## src/rtl/smwf_pkg.sv

```systemverilog
// Shared constants, types and the message type length table for the word framer.
package smwf_pkg;

    localparam int QUEUE_SLOTS = 4;
    localparam int SLOT_SIZE   = 20;
    localparam int WORD_BYTES  = 4;
    localparam int SLOT_WORDS  = (SLOT_SIZE + WORD_BYTES - 1) / WORD_BYTES;
    localparam int RAM_DEPTH   = QUEUE_SLOTS * SLOT_WORDS;
    localparam int ADDR_W      = $clog2(RAM_DEPTH);
    localparam int SLOT_W      = $clog2(QUEUE_SLOTS);
    localparam int COUNT_W     = $clog2(QUEUE_SLOTS + 1);
    localparam int FILL_W      = $clog2(SLOT_SIZE + 1);
    localparam int LEN_W       = 5;
    localparam int SOFF_W      = LEN_W + 1;
    localparam int WORD_W      = 32;
    localparam int BYTE_W      = 8;

    localparam logic [WORD_W-1:0] SYNC_RESET = 32'hDEADBEEF;

    localparam logic OP_EXCHANGE = 1'b0;
    localparam logic OP_LOAD     = 1'b1;

    typedef struct packed {
        logic              op;
        logic [WORD_W-1:0] rx_word;
        logic [BYTE_W-1:0] msg_byte;
        logic              msg_last;
    } item_t;

    typedef struct packed {
        logic [COUNT_W-1:0] queued_messages;
        logic               load_refused;
        logic               rx_valid;
        logic [WORD_W-1:0]  rx_out;
        logic [WORD_W-1:0]  tx_word;
    } result_t;

    function automatic logic [LEN_W-1:0] type_len(input logic [BYTE_W-1:0] msg_type);
        logic [LEN_W-1:0] len;
        unique case (msg_type)
            8'd1:    len = LEN_W'(3);
            8'd3:    len = LEN_W'(1);
            8'd5:    len = LEN_W'(12);
            8'd6:    len = LEN_W'(18);
            8'd8:    len = LEN_W'(17);
            default: len = '0;
        endcase
        return len;
    endfunction

endpackage

```

## src/rtl/smwf_ram.sv

```systemverilog
// Generic single-write, single-read RAM with registered read data.
module smwf_ram #(
    parameter int WIDTH = 32,
    parameter int DEPTH = 20
) (
    input  logic                     clk,
    input  logic                     wr_en,
    input  logic [$clog2(DEPTH)-1:0] wr_addr,
    input  logic [WIDTH-1:0]         wr_data,
    input  logic                     rd_en,
    input  logic [$clog2(DEPTH)-1:0] rd_addr,
    output logic [WIDTH-1:0]         rd_data
);

    logic [WIDTH-1:0] mem [DEPTH];

    always_ff @(posedge clk)
    begin
        if (wr_en)
        begin
            mem[wr_addr] <= wr_data;
        end
        if (rd_en)
        begin
            rd_data <= mem[rd_addr];
        end
    end

endmodule

```

## src/rtl/smwf_core.sv

```systemverilog
// Message queue state, slot RAM and per-item read-modify-write execution.
module smwf_core (
    input  logic                       clk,
    input  logic                       rst_n,
    input  logic                       start,
    input  logic                       exec,
    input  smwf_pkg::item_t            item,
    input  logic [smwf_pkg::WORD_W-1:0] sync_word,
    output smwf_pkg::result_t          result
);
    import smwf_pkg::*;

    logic               synced_reg,   synced_next;
    logic [SLOT_W-1:0]  head_reg,     head_next;
    logic [COUNT_W-1:0] count_reg,    count_next;
    logic [SOFF_W-1:0]  send_off_reg, send_off_next;
    logic               len_sent_reg, len_sent_next;
    logic [FILL_W-1:0]  load_off_reg, load_off_next;
    logic               discard_reg,  discard_next;
    logic [WORD_W-1:0]  stage_reg,    stage_next;

    logic [FILL_W-1:0]  fill_reg [QUEUE_SLOTS];
    logic [LEN_W-1:0]   slen_reg [QUEUE_SLOTS];
    logic               fill_we;
    logic [FILL_W-1:0]  fill_next;
    logic               slen_we;
    logic [LEN_W-1:0]   slen_next;

    logic [COUNT_W-1:0] tail_sum;
    logic [SLOT_W-1:0]  tail_idx;
    logic [FILL_W-1:0]  head_fill;
    logic [LEN_W-1:0]   head_len;
    logic [1:0]         lane;
    logic [LEN_W-1:0]   byte_len;

    logic               wr_en;
    logic [ADDR_W-1:0]  wr_addr;
    logic [ADDR_W-1:0]  rd_addr;
    logic [WORD_W-1:0]  rd_data;
    logic [WORD_W-1:0]  packed_word;

    assign tail_sum  = COUNT_W'(head_reg) + count_reg;
    assign tail_idx  = (tail_sum >= COUNT_W'(QUEUE_SLOTS)) ?
                       SLOT_W'(tail_sum - COUNT_W'(QUEUE_SLOTS)) : SLOT_W'(tail_sum);
    assign head_fill = fill_reg[head_reg];
    assign head_len  = slen_reg[head_reg];
    assign lane      = load_off_reg[1:0];
    assign byte_len  = type_len(item.msg_byte);

    assign rd_addr = ADDR_W'(int'(head_reg) * SLOT_WORDS + int'(send_off_reg >> 2));
    assign wr_addr = ADDR_W'(int'(tail_idx) * SLOT_WORDS + int'(load_off_reg >> 2));

    smwf_ram #(
        .WIDTH (WORD_W),
        .DEPTH (RAM_DEPTH)
    ) u_slot_ram (
        .clk     (clk),
        .wr_en   (wr_en),
        .wr_addr (wr_addr),
        .wr_data (stage_next),
        .rd_en   (start),
        .rd_addr (rd_addr),
        .rd_data (rd_data)
    );

    always_comb
    begin
        logic [SOFF_W:0] boff;
        for (int j = 0; j < WORD_BYTES; j++)
        begin
            boff = (SOFF_W+1)'(send_off_reg) + (SOFF_W+1)'(j);
            if (boff < (SOFF_W+1)'(head_fill))
            begin
                packed_word[WORD_W-1-BYTE_W*j -: BYTE_W] = rd_data[BYTE_W*j +: BYTE_W];
            end
            else
            begin
                packed_word[WORD_W-1-BYTE_W*j -: BYTE_W] = '0;
            end
        end
    end

    always_comb
    begin
        synced_next   = synced_reg;
        head_next     = head_reg;
        count_next    = count_reg;
        send_off_next = send_off_reg;
        len_sent_next = len_sent_reg;
        load_off_next = load_off_reg;
        discard_next  = discard_reg;
        stage_next    = stage_reg;
        fill_we       = 1'b0;
        fill_next     = '0;
        slen_we       = 1'b0;
        slen_next     = byte_len;
        wr_en         = 1'b0;
        result        = '0;

        if (exec)
        begin
            if (item.op == OP_LOAD)
            begin
                if (discard_reg)
                begin
                    result.load_refused = 1'b1;
                    if (item.msg_last)
                    begin
                        discard_next = 1'b0;
                    end
                end
                else if (load_off_reg == '0 &&
                         (count_reg >= COUNT_W'(QUEUE_SLOTS) || byte_len == '0))
                begin
                    result.load_refused = 1'b1;
                    if (!item.msg_last)
                    begin
                        discard_next = 1'b1;
                    end
                end
                else
                begin
                    if (load_off_reg == '0)
                    begin
                        slen_we = 1'b1;
                        fill_we = 1'b1;
                    end
                    if (load_off_reg < FILL_W'(SLOT_SIZE))
                    begin
                        stage_next = (lane == 2'd0) ? '0 : stage_reg;
                        stage_next[BYTE_W*lane +: BYTE_W] = item.msg_byte;
                        wr_en         = 1'b1;
                        fill_we       = 1'b1;
                        fill_next     = load_off_reg + FILL_W'(1);
                        load_off_next = load_off_reg + FILL_W'(1);
                    end
                    else
                    begin
                        result.load_refused = 1'b1;
                    end
                    if (item.msg_last)
                    begin
                        count_next    = count_reg + COUNT_W'(1);
                        load_off_next = '0;
                    end
                end
            end
            else if (!synced_reg)
            begin
                if (item.rx_word == sync_word)
                begin
                    synced_next = 1'b1;
                end
            end
            else
            begin
                if (count_reg != '0)
                begin
                    if (!len_sent_reg)
                    begin
                        result.tx_word = WORD_W'(head_len);
                        len_sent_next  = 1'b1;
                    end
                    else if (send_off_reg < SOFF_W'(head_len))
                    begin
                        result.tx_word = packed_word;
                        send_off_next  = send_off_reg + SOFF_W'(WORD_BYTES);
                    end
                    else
                    begin
                        count_next    = count_reg - COUNT_W'(1);
                        head_next     = (head_reg == SLOT_W'(QUEUE_SLOTS - 1)) ?
                                        '0 : head_reg + SLOT_W'(1);
                        send_off_next = '0;
                        len_sent_next = 1'b0;
                    end
                end
                result.rx_out   = item.rx_word;
                result.rx_valid = 1'b1;
            end
        end
        result.queued_messages = count_next;
    end

    always_ff @(posedge clk or negedge rst_n)
    begin
        if (!rst_n)
        begin
            synced_reg   <= 1'b0;
            head_reg     <= '0;
            count_reg    <= '0;
            send_off_reg <= '0;
            len_sent_reg <= 1'b0;
            load_off_reg <= '0;
            discard_reg  <= 1'b0;
            for (int i = 0; i < QUEUE_SLOTS; i++)
            begin
                fill_reg[i] <= '0;
            end
        end
        else
        begin
            synced_reg   <= synced_next;
            head_reg     <= head_next;
            count_reg    <= count_next;
            send_off_reg <= send_off_next;
            len_sent_reg <= len_sent_next;
            load_off_reg <= load_off_next;
            discard_reg  <= discard_next;
            if (fill_we)
            begin
                fill_reg[tail_idx] <= fill_next;
            end
        end
    end

    always_ff @(posedge clk)
    begin
        stage_reg <= stage_next;
        if (slen_we)
        begin
            slen_reg[tail_idx] <= slen_next;
        end
    end

endmodule

```

## src/rtl/serial_message_word_framer.sv

```systemverilog
// Top level of the serial message word framer: stream handshake, sync register, result register.
//
// Each input transfer has a read step, which fetches the head slot word from the slot RAM, then
// the execute step: exchange or byte load and result register write. A new input transfer is
// taken while the previous result still waits on the output side; the execute step then holds
// until the result register is free. After reset no clearing pass is needed: per-slot fill
// counts mask bytes that were never loaded, so the block accepts input at once.
module serial_message_word_framer (
    input  logic        clk,
    input  logic        rst_n,
    input  logic        sync_wr_en,
    input  logic [31:0] sync_wr_data,
    input  logic        s_tvalid,
    output logic        s_tready,
    input  logic [39:0] s_tdata,   // rx_word[31:0], msg_byte[39:32]
    input  logic        s_tuser,   // op
    input  logic        s_tlast,   // msg_last
    output logic        m_tvalid,
    input  logic        m_tready,
    output logic [71:0] m_tdata    // tx_word[31:0], rx_out[63:32], rx_valid[64],
                                   // load_refused[65], queued_messages[68:66]
);
    import smwf_pkg::*;

    typedef enum logic [1:0] {
        ST_IDLE = 2'b01,
        ST_EXEC = 2'b10
    } state_t;

    state_t            state_reg, state_next;
    logic [WORD_W-1:0] sync_reg;
    item_t             item_reg;
    result_t           result;
    logic [71:0]       tdata_reg;
    logic              tvalid_reg, tvalid_next;
    logic              start;
    logic              exec;

    assign s_tready = (state_reg == ST_IDLE);
    assign start    = s_tvalid && s_tready;
    assign exec     = (state_reg == ST_EXEC) && (!tvalid_reg || m_tready);
    assign m_tvalid = tvalid_reg;
    assign m_tdata  = tdata_reg;

    smwf_core u_core (
        .clk       (clk),
        .rst_n     (rst_n),
        .start     (start),
        .exec      (exec),
        .item      (item_reg),
        .sync_word (sync_reg),
        .result    (result)
    );

    always_comb
    begin
        state_next  = state_reg;
        tvalid_next = tvalid_reg && !m_tready;
        unique case (state_reg)
            ST_IDLE:
            begin
                if (start)
                begin
                    state_next = ST_EXEC;
                end
            end
            ST_EXEC:
            begin
                if (exec)
                begin
                    state_next  = ST_IDLE;
                    tvalid_next = 1'b1;
                end
            end
            default:
            begin
                state_next = ST_IDLE;
            end
        endcase
    end

    always_ff @(posedge clk or negedge rst_n)
    begin
        if (!rst_n)
        begin
            state_reg  <= ST_IDLE;
            tvalid_reg <= 1'b0;
            sync_reg   <= SYNC_RESET;
        end
        else
        begin
            state_reg  <= state_next;
            tvalid_reg <= tvalid_next;
            if (sync_wr_en)
            begin
                sync_reg <= sync_wr_data;
            end
        end
    end

    always_ff @(posedge clk)
    begin
        if (start)
        begin
            item_reg.op       <= s_tuser;
            item_reg.rx_word  <= s_tdata[31:0];
            item_reg.msg_byte <= s_tdata[39:32];
            item_reg.msg_last <= s_tlast;
        end
        if (exec)
        begin
            tdata_reg <= {3'b000, result.queued_messages, result.load_refused, result.rx_valid,
                          result.rx_out, result.tx_word};
        end
    end

endmodule

```

## config.mk

```make
export PLATFORM = sky130hd
export DESIGN_NAME = serial_message_word_framer
export DESIGN_NICKNAME = d
export VERILOG_FILES = /design/src/rtl/smwf_pkg.sv /design/src/rtl/smwf_ram.sv /design/src/rtl/smwf_core.sv /design/src/rtl/serial_message_word_framer.sv
export SDC_FILE = /design/constraint.sdc
export NUM_CORES = 1
export LEC_CHECK = 0
export ABC_CLOCK_PERIOD_IN_PS = 6400
export BUFFER_PORTS_ARGS = -buffer_cell sky130_fd_sc_hd__buf_2
export CORE_MARGIN = 4
export CORE_UTILIZATION = 52
export CTS_CLUSTER_SIZE = 25
export DETAILED_ROUTE_END_ITERATION = 8
export GPL_TIMING_DRIVEN = 0
export PLACE_DENSITY = 0.69
export SLEW_MARGIN = 0
export SYNTH_ARGS = -nofsm -noshare
export SYNTH_HDL_FRONTEND = slang
export SYNTH_SLANG_ARGS = --single-unit
```

## constraint.sdc

```tcl
create_clock -name clk -period 6.4 [get_ports clk]
set_clock_uncertainty 0.2 [all_clocks]
set_input_delay 0.32 -clock clk [delete_from_list [all_inputs] [get_ports clk]]
set_output_delay 0.32 -clock clk [all_outputs]
set_load 0.01 [all_outputs]
```

==> flow_metrics.env, run 1 <==
export IMPL_drt_initial_drc_count=2065
export IMPL_slew_headroom=0.2049
export IMPL_rsz0062_at_grt="false"
export IMPL_synth_top_area_share=0.6830
export IMPL_synth_top_cell_by_area="edfxtp_1"
export IMPL_io_buffers=148
export IMPL_clock_latency_ns=0.64
export IMPL_grtUsageTotal=0.2371
export IMPL_fin_hold_ws_ns=0.02122
export IMPL_p_leak_nw=14.42
export IMPL_fmax_ghz=0.2052
export IMPL_cp_top_family="simple AND/OR/NAND/NOR gates"
export IMPL_max_stage_delay_ns=0.76
export IMPL_vias=18020
export IMPL_num_rows=95
export IMPL_fillers=4553
export IMPL_wl_per_cell_um=28.00
export IMPL_hpwlAfterDp_um=54030
export IMPL_diodes=0
export IMPL_die_height_um=267.9
export IMPL_arrival_ns=5.14
export IMPL_critPathMaxFanout=10
export IMPL_slowest_stage="nor3_1"
export IMPL_cts_tree="done"
export IMPL_grt_overflow_total=0
export IMPL_tightest_slew_ns=1.193
export IMPL_busiest_layer="met2"
export IMPL_slew_violations=0
export IMPL_crit_buf_inv=3
export IMPL_crit_path_end_kind="flop"
export IMPL_yosysWarnings=0
export IMPL_met3_usage=0.04889
export IMPL_use_met1=0.3169
export IMPL_p_int_mw=10.18
export IMPL_largest_reg_flops=640
export IMPL_met2_usage=0.3936
export IMPL_netlist_area_um2=35130
export IMPL_cts_buffers=90
export IMPL_clkSinkCount=903
export IMPL_finalWeightedCongestion=0.8022
export IMPL_io_pins=153
export IMPL_remaining_drc_errors=0
export IMPL_min_period_ns=4.873
export IMPL_drt_pass1_iterations=5
export IMPL_via_per_inst=6.013
export IMPL_ant_nets=0
export IMPL_ys_top_cells_by_count="edfxtp_1, mux4_2, mux2_2"
export IMPL_synthToLayoutAreaGrowth_pct=18.35
export IMPL_fp_coreArea_um2=67040
export IMPL_grt_pass1_wl_um=123200
export IMPL_status="complete, no violations"
export IMPL_combPwrFrac=0.076
export IMPL_clockPowerShare=0.401
export IMPL_power_share_switching=0.2256
export IMPL_critPathLaunchType="flop"
export IMPL_drive_above_1_share=0.3117
export IMPL_htree_levels=3
export IMPL_hp_class="primary input to asynchronous set/reset pin"
export IMPL_dp_cells=2751
export IMPL_synth_area_per_cell_um2=20.70
export IMPL_grt_max_degree=58
export IMPL_ys_types=60
export IMPL_synth_ff_type="edfxtp_1"
export IMPL_synth_most_common_cell="edfxtp_1"
export IMPL_grt_pass1_vias=18980
export IMPL_nNetsFinal=2167
export IMPL_initial_utilization=0.5240
export IMPL_finalSetupViolCount=0
export IMPL_max_clock_path_buffers=3
export IMPL_synth_async_reset_ratio=0.07973
export IMPL_total_power_mw=13.15
export IMPL_ys_top_cells_by_area="edfxtp_1, mux4_2, dfrtp_1"
export IMPL_worstPathRequired_ns=6.67
export IMPL_cp_cell_sequence="buf_2 -> mux4_2 -> inv_1 -> ha_1 -> nor2b_1 -> o21ai_0 -> nand2_1 -> nor3_1 -> clkbuf_1 -> and3_1"
export IMPL_pwr_share_seq=0.524
export IMPL_die_w_um=267.9
export IMPL_routed_wl_um=83900
export IMPL_max_vdd_ir_drop_mv=0.2527
export IMPL_critical_path_class="flop to flop"
export IMPL_fin_cells=2997
export IMPL_fin_crit_sh=0.7615
export IMPL_synth_edff_count=799
export IMPL_seq_area_frac_synth=0.7534
export IMPL_hold_violations=0
export IMPL_syn_inst=1697
export IMPL_antenna_found_initial=0
export IMPL_register_area_um2=26470
export IMPL_synth_seq_cells=903
export IMPL_cts_clk_slew_worst_paths_ns=0.06
export IMPL_switching_power_mw=2.968
export IMPL_dieArea_um2=71780
export IMPL_root_buffer="clkbuf_16"
export IMPL_maxCapViolCount=0
export IMPL_multi_input_area_um2=8427
export IMPL_powerDensity_nw_per_um2=316.3
worst reg2reg max path: stages (launching register included):
cell,delay [ns]
dfrtp_1,0.62
buf_2,0.39
mux4_2,0.55
inv_1,0.13
ha_1,0.26
nor2b_1,0.14
o21ai_0,0.53
nand2_1,0.16
nor3_1,0.76
clkbuf_1,0.65
and3_1,0.32
cell usage in the layout, fill, tap and decap left out, drive strengths merged, types with 6 or more instances in the layout:
cell type	count
dlygate4sd3	79
bufinv	8
and2	39
mux4	200
clkinv	27
a21o	7
and3	16
buf	211
xor2	7
a31oi	6
nor4b	10
nor2	51
a21oi	17
nor3	12
o21ai	29
dfxtp	32
dfstp	25
ha	37
nand3	12
nand4	12
inv	27
dfrtp	47
clkbuf	171
nor2b	8
nand2	38
xnor2	34
a22o	32
mux2	72
edfxtp	799
final timing paths:
path,slack [ns],startpoint,to,depth (start not counted)
hold / removal,0.02,rst_n,u_core.count_reg[1],2
min in group clk,0.20,s_tdata[39],item_reg[8],2
setup reg to reg,1.53,u_core.head_reg[0],m_tdata[9],10
max in group asynchronous,5.32,rst_n,sync_reg[23],3
setup / recovery,1.53,u_core.head_reg[0],m_tdata[9],10
hold reg to reg,0.28,u_core.fill_reg[2],u_core.fill_reg[2],2
cells by family after synthesis:
kind of cell             after synthesis  share of synthesized area
AO/OA/AOI/OAI                        115                    0.02329
XOR/XNOR                              41                    0.01022
adder cells (fa/ha/maj)               39                    0.01432
buffers and inverters                 99                    0.01154
flip-flops                           903                     0.7534
multiplexers                         274                     0.1520
other                                  1                  0.0001067
AND/OR/NAND/NOR                      225                    0.03515
timing repair:
action                     CTS  global route
resized for setup            0             0
buffers inserted             0             0
hold endpoints to repair   135             0
hold buffers                79             0
setup endpoints to repair    0             0
final cells by class:
class | count | share of cell area
Timing Repair Buffer | 258 | 0.05320
Clock inverter | 39 | 0.01068
Tap cell | 873 | 0.02627
Clock buffer | 128 | 0.06079
Buffer | 75 | 0.007583
Sequential cell | 903 | 0.6366
Multi-Input combinational cell | 697 | 0.2027
Inverter | 24 | 0.002227
power by group through the flow:
stage	Clock [mW]	Sequential (mW)	Combinational, mW
6_report	5.27	6.89	0.996
5_1_grt	5.60	6.90	1.09
4_1_cts	5.35	6.89	0.991
3_5_place_dp	0	7.00	0.942
3_3_place_gp	0	7.01	0.838
2_1_floorplan	0	6.98	0.572
per-layer routing:
layer | vias to the layer above | share of wire
li1 | 7641 | -
met2 | 783 | 0.49
met4 | 0 | 0.035
met5 | - | 0
met1 | 9432 | 0.39
met3 | 166 | 0.078
stage by stage:
| step | utilization | TNS [ns] | cell area (µm²) | setup slack [ns] |
|---|---|---|---|---|
| after floorplan | - | 0 | 35140 | 1.829 |
| after global placement | 0.5515 | -230.32 | 36970 | -1.107 |
| after detailed placement | 0.5641 | 0 | 37820 | 1.492 |
| after CTS | 0.6202 | 0 | 41580 | 1.451 |
| after global routing | 0.6202 | 0 | 41580 | 1.238 |
| final | 0.6202 | 0 | 41580 | 1.527 |
No activity file was read; power rests on OpenSTA's default activity.
==> run 2: changes to the inputs <==
Settings changed: ABC_CLOCK_PERIOD_IN_PS 6400 to 4500.
Clock period 6.4 ns to 4.5 ns, I/O delays scaled along.
==> run 2 against run 1 <==
Total power is 40% higher. Flip-flop and latch count stayed put. Design area is 0.70% higher. Worst hold slack better by 0.078 ns. First-iteration DRC count is 2.7% higher. Global-route usage is 0.38 points higher. Critical endpoint is now u_core.u_slot_ram.rd_data[24]. Highest routed layer unchanged. Register-to-register slack worse by 1.3 ns.
==> flow_metrics.env, run 2 (same netlist as run 1, synthesis figures left out) <==
export IMPL_r2r_slack_ns=0.25
export IMPL_fin_cells=3027
export IMPL_grtUsageTotal=0.2409
export IMPL_min_period_ns=4.253
export IMPL_vias=18270
export IMPL_nNetsFinal=2194
export IMPL_combPwrFrac=0.078
export IMPL_hp_class="primary input to flop"
export IMPL_initial_utilization=0.5240
export IMPL_grt_overflow_total=0
export IMPL_cts_tree="done"
export IMPL_slew_violations=0
export IMPL_critPathLaunchType="flop"
export IMPL_place_ws_ns=-0.4987
export IMPL_critical_path_class="flop to flop"
export IMPL_largest_reg_flops=640
export IMPL_worstPathRequired_ns=4.67
export IMPL_ant_nets=0
export IMPL_r2r_start="u_core.send_off_reg[3]"
export IMPL_r2r_cells=8
export IMPL_power_share_switching=0.2317
export IMPL_layout_commonest_cell="edfxtp_1"
export IMPL_wl_per_cell_um=28.24
export IMPL_p_leak_nw=14.58
export IMPL_finalWeightedCongestion=0.8310
export IMPL_powerDensity_nw_per_um2=440.8
export IMPL_fillers=4615
export IMPL_r2r_end="u_core.u_slot_ram.rd_data[24]"
export IMPL_final_cell_mix="edfxtp_1, mux4_2, buf_2, clkbuf_16, dlygate4sd3_1"
export IMPL_startpoint="u_core.send_off_reg[3]"
export IMPL_root_buffer="clkbuf_16"
export IMPL_synthToLayoutAreaGrowth_pct=19.19
export IMPL_critPathCapture="u_core.u_slot_ram.rd_data[24]"
export IMPL_dieArea_um2=71780
export IMPL_routed_wl_um=85480
export IMPL_grt_pass1_wl_um=124800
export IMPL_drive_above_1_share=0.3298
export IMPL_clock_latency_ns=0.64
export IMPL_grt_max_degree=46
export IMPL_dp_cells=2748
export IMPL_cts_clk_slew_worst_paths_ns=0.06
export IMPL_drt_initial_drc_count=2120
export IMPL_antenna_found_initial=2
export IMPL_die_height_um=267.9
export IMPL_total_power_mw=18.46
export IMPL_io_buffers=148
export IMPL_hpwlAfterDp_um=53870
export IMPL_status="complete, no violations"
export IMPL_htree_levels=3
export IMPL_clkSinkCount=903
export IMPL_slew_headroom=0.1680
export IMPL_final_setup_worst_slack_ns=0.2473
export IMPL_pwr_share_seq=0.531
export IMPL_drt_pass1_iterations=5
export IMPL_io_pins=153
export IMPL_p_int_mw=14.18
export IMPL_fmax_ghz=0.2351
export IMPL_finalSetupViolCount=0
export IMPL_rsz0062_at_grt="false"
export IMPL_switching_power_mw=4.277
export IMPL_critPathMaxFanout=10
export IMPL_fin_setup_tns_ns=0
export IMPL_arrival_ns=4.43
export IMPL_remaining_drc_errors=0
export IMPL_max_clock_path_buffers=3
export IMPL_num_rows=95
export IMPL_fp_coreArea_um2=67040
export IMPL_cts_buffers=90
export IMPL_clockPowerShare=0.391
export IMPL_maxCapViolCount=0
export IMPL_fin_crit_sh=0.9450
export IMPL_max_vdd_ir_drop_mv=0.3549
export IMPL_crit_path_end_kind="flop"
export IMPL_tightest_slew_ns=1.248
export IMPL_hold_violations=0
export IMPL_die_w_um=267.9
export IMPL_via_per_inst=6.037
export IMPL_grt_pass1_vias=18960
-- run 2: cell types whose count changed in the layout (fill, tap and decap cells not counted), moves of 3 or more --
cell and change:
clkbuf_2 +14, clkbuf_1 -23, clkinv_1 +13, buf_16 -5, buf_4 +13, clkinv_2 +3, buf_1 -4, clkbuf_8 -6
clkinvlp_4 +4, buf_12 +19, bufinv_16 -4, inv_6 +3
-- run 2: layer usage --
layer  wire length, µm  track usage  part of all wire  vias to the layer above
met4              2390      0.06973             0.028                        0
met5                 0            0                 0                        -
li1                  -            -                 -                     7702
met2             42710       0.4058              0.50                      894
met1             32840       0.3219              0.38                     9534
met3              7533      0.05320             0.088                      144
-- run 2: timing repair --
item	4_1_cts	5_1_grt
pin swaps	18	1
buffers inserted	27	1
cloned	0	0
endpoints found under the hold margin	164	0
hold buffers	81	0
gates resized for setup	16	12
setup endpoints to repair	480	164
-- run 2: worst min-delay path by stage --
stage	startpoint	endpoint	slack (ns)	cells past startpoint
after floorplan	rst_n	m_tvalid	-0.27	0
after global placement	s_tdata[3]	item_reg[12]	0.20	1
after detailed placement	rst_n	m_tvalid	-0.007	1
after CTS	s_tdata[16]	item_reg[25]	0.07	2
after global routing	s_tdata[29]	item_reg[38]	0.09	2
final	s_tdata[35]	item_reg[4]	0.1	2
-- run 2: power groups by stage --
stage	Combinational [mW]	Sequential (mW)	Clock [mW]
after floorplan	0.816	9.93	0
after global placement	1.20	9.98	0
after detailed placement	1.34	9.96	0
after CTS	1.42	9.79	7.32
after global routing	1.59	9.81	7.70
final	1.45	9.80	7.21
-- run 2: worst max-delay path, cell delays in order (launching register included) --
cell and delay (ns):
dfrtp_1 0.50, ha_1 0.35, ha_1 0.30, clkbuf_1 0.50, clkbuf_2 0.43, clkbuf_2 0.41, clkdlybuf4s15_2 0.58, mux4_2 0.39
mux2_2 0.32
-- run 2: cell type report --
cell class	count	area, µm²	area share
plain buffers	75	340.3	0.008128
flip-flops and latches	903	26470	0.6321
clock inverters	58	435.4	0.01040
repair buffers	285	2547	0.06084
clock buffers	111	2425	0.05791
multi-input cells	697	8468	0.2022
diodes	1	2.502	0.00005977
well taps	873	1092	0.02609
inverters	24	92.59	0.002211
-- run 2: stage by stage --
step	cell area, µm²	hold WS (ns)	util
4_1_cts	41840	0.07248	0.6241
6_report	41870	0.09954	0.6246
2_1_floorplan	35150	-0.2706	-
3_3_place_gp	36980	0.2040	0.5517
5_1_grt	41870	0.08789	0.6246
3_5_place_dp	37720	-0.006739	0.5627
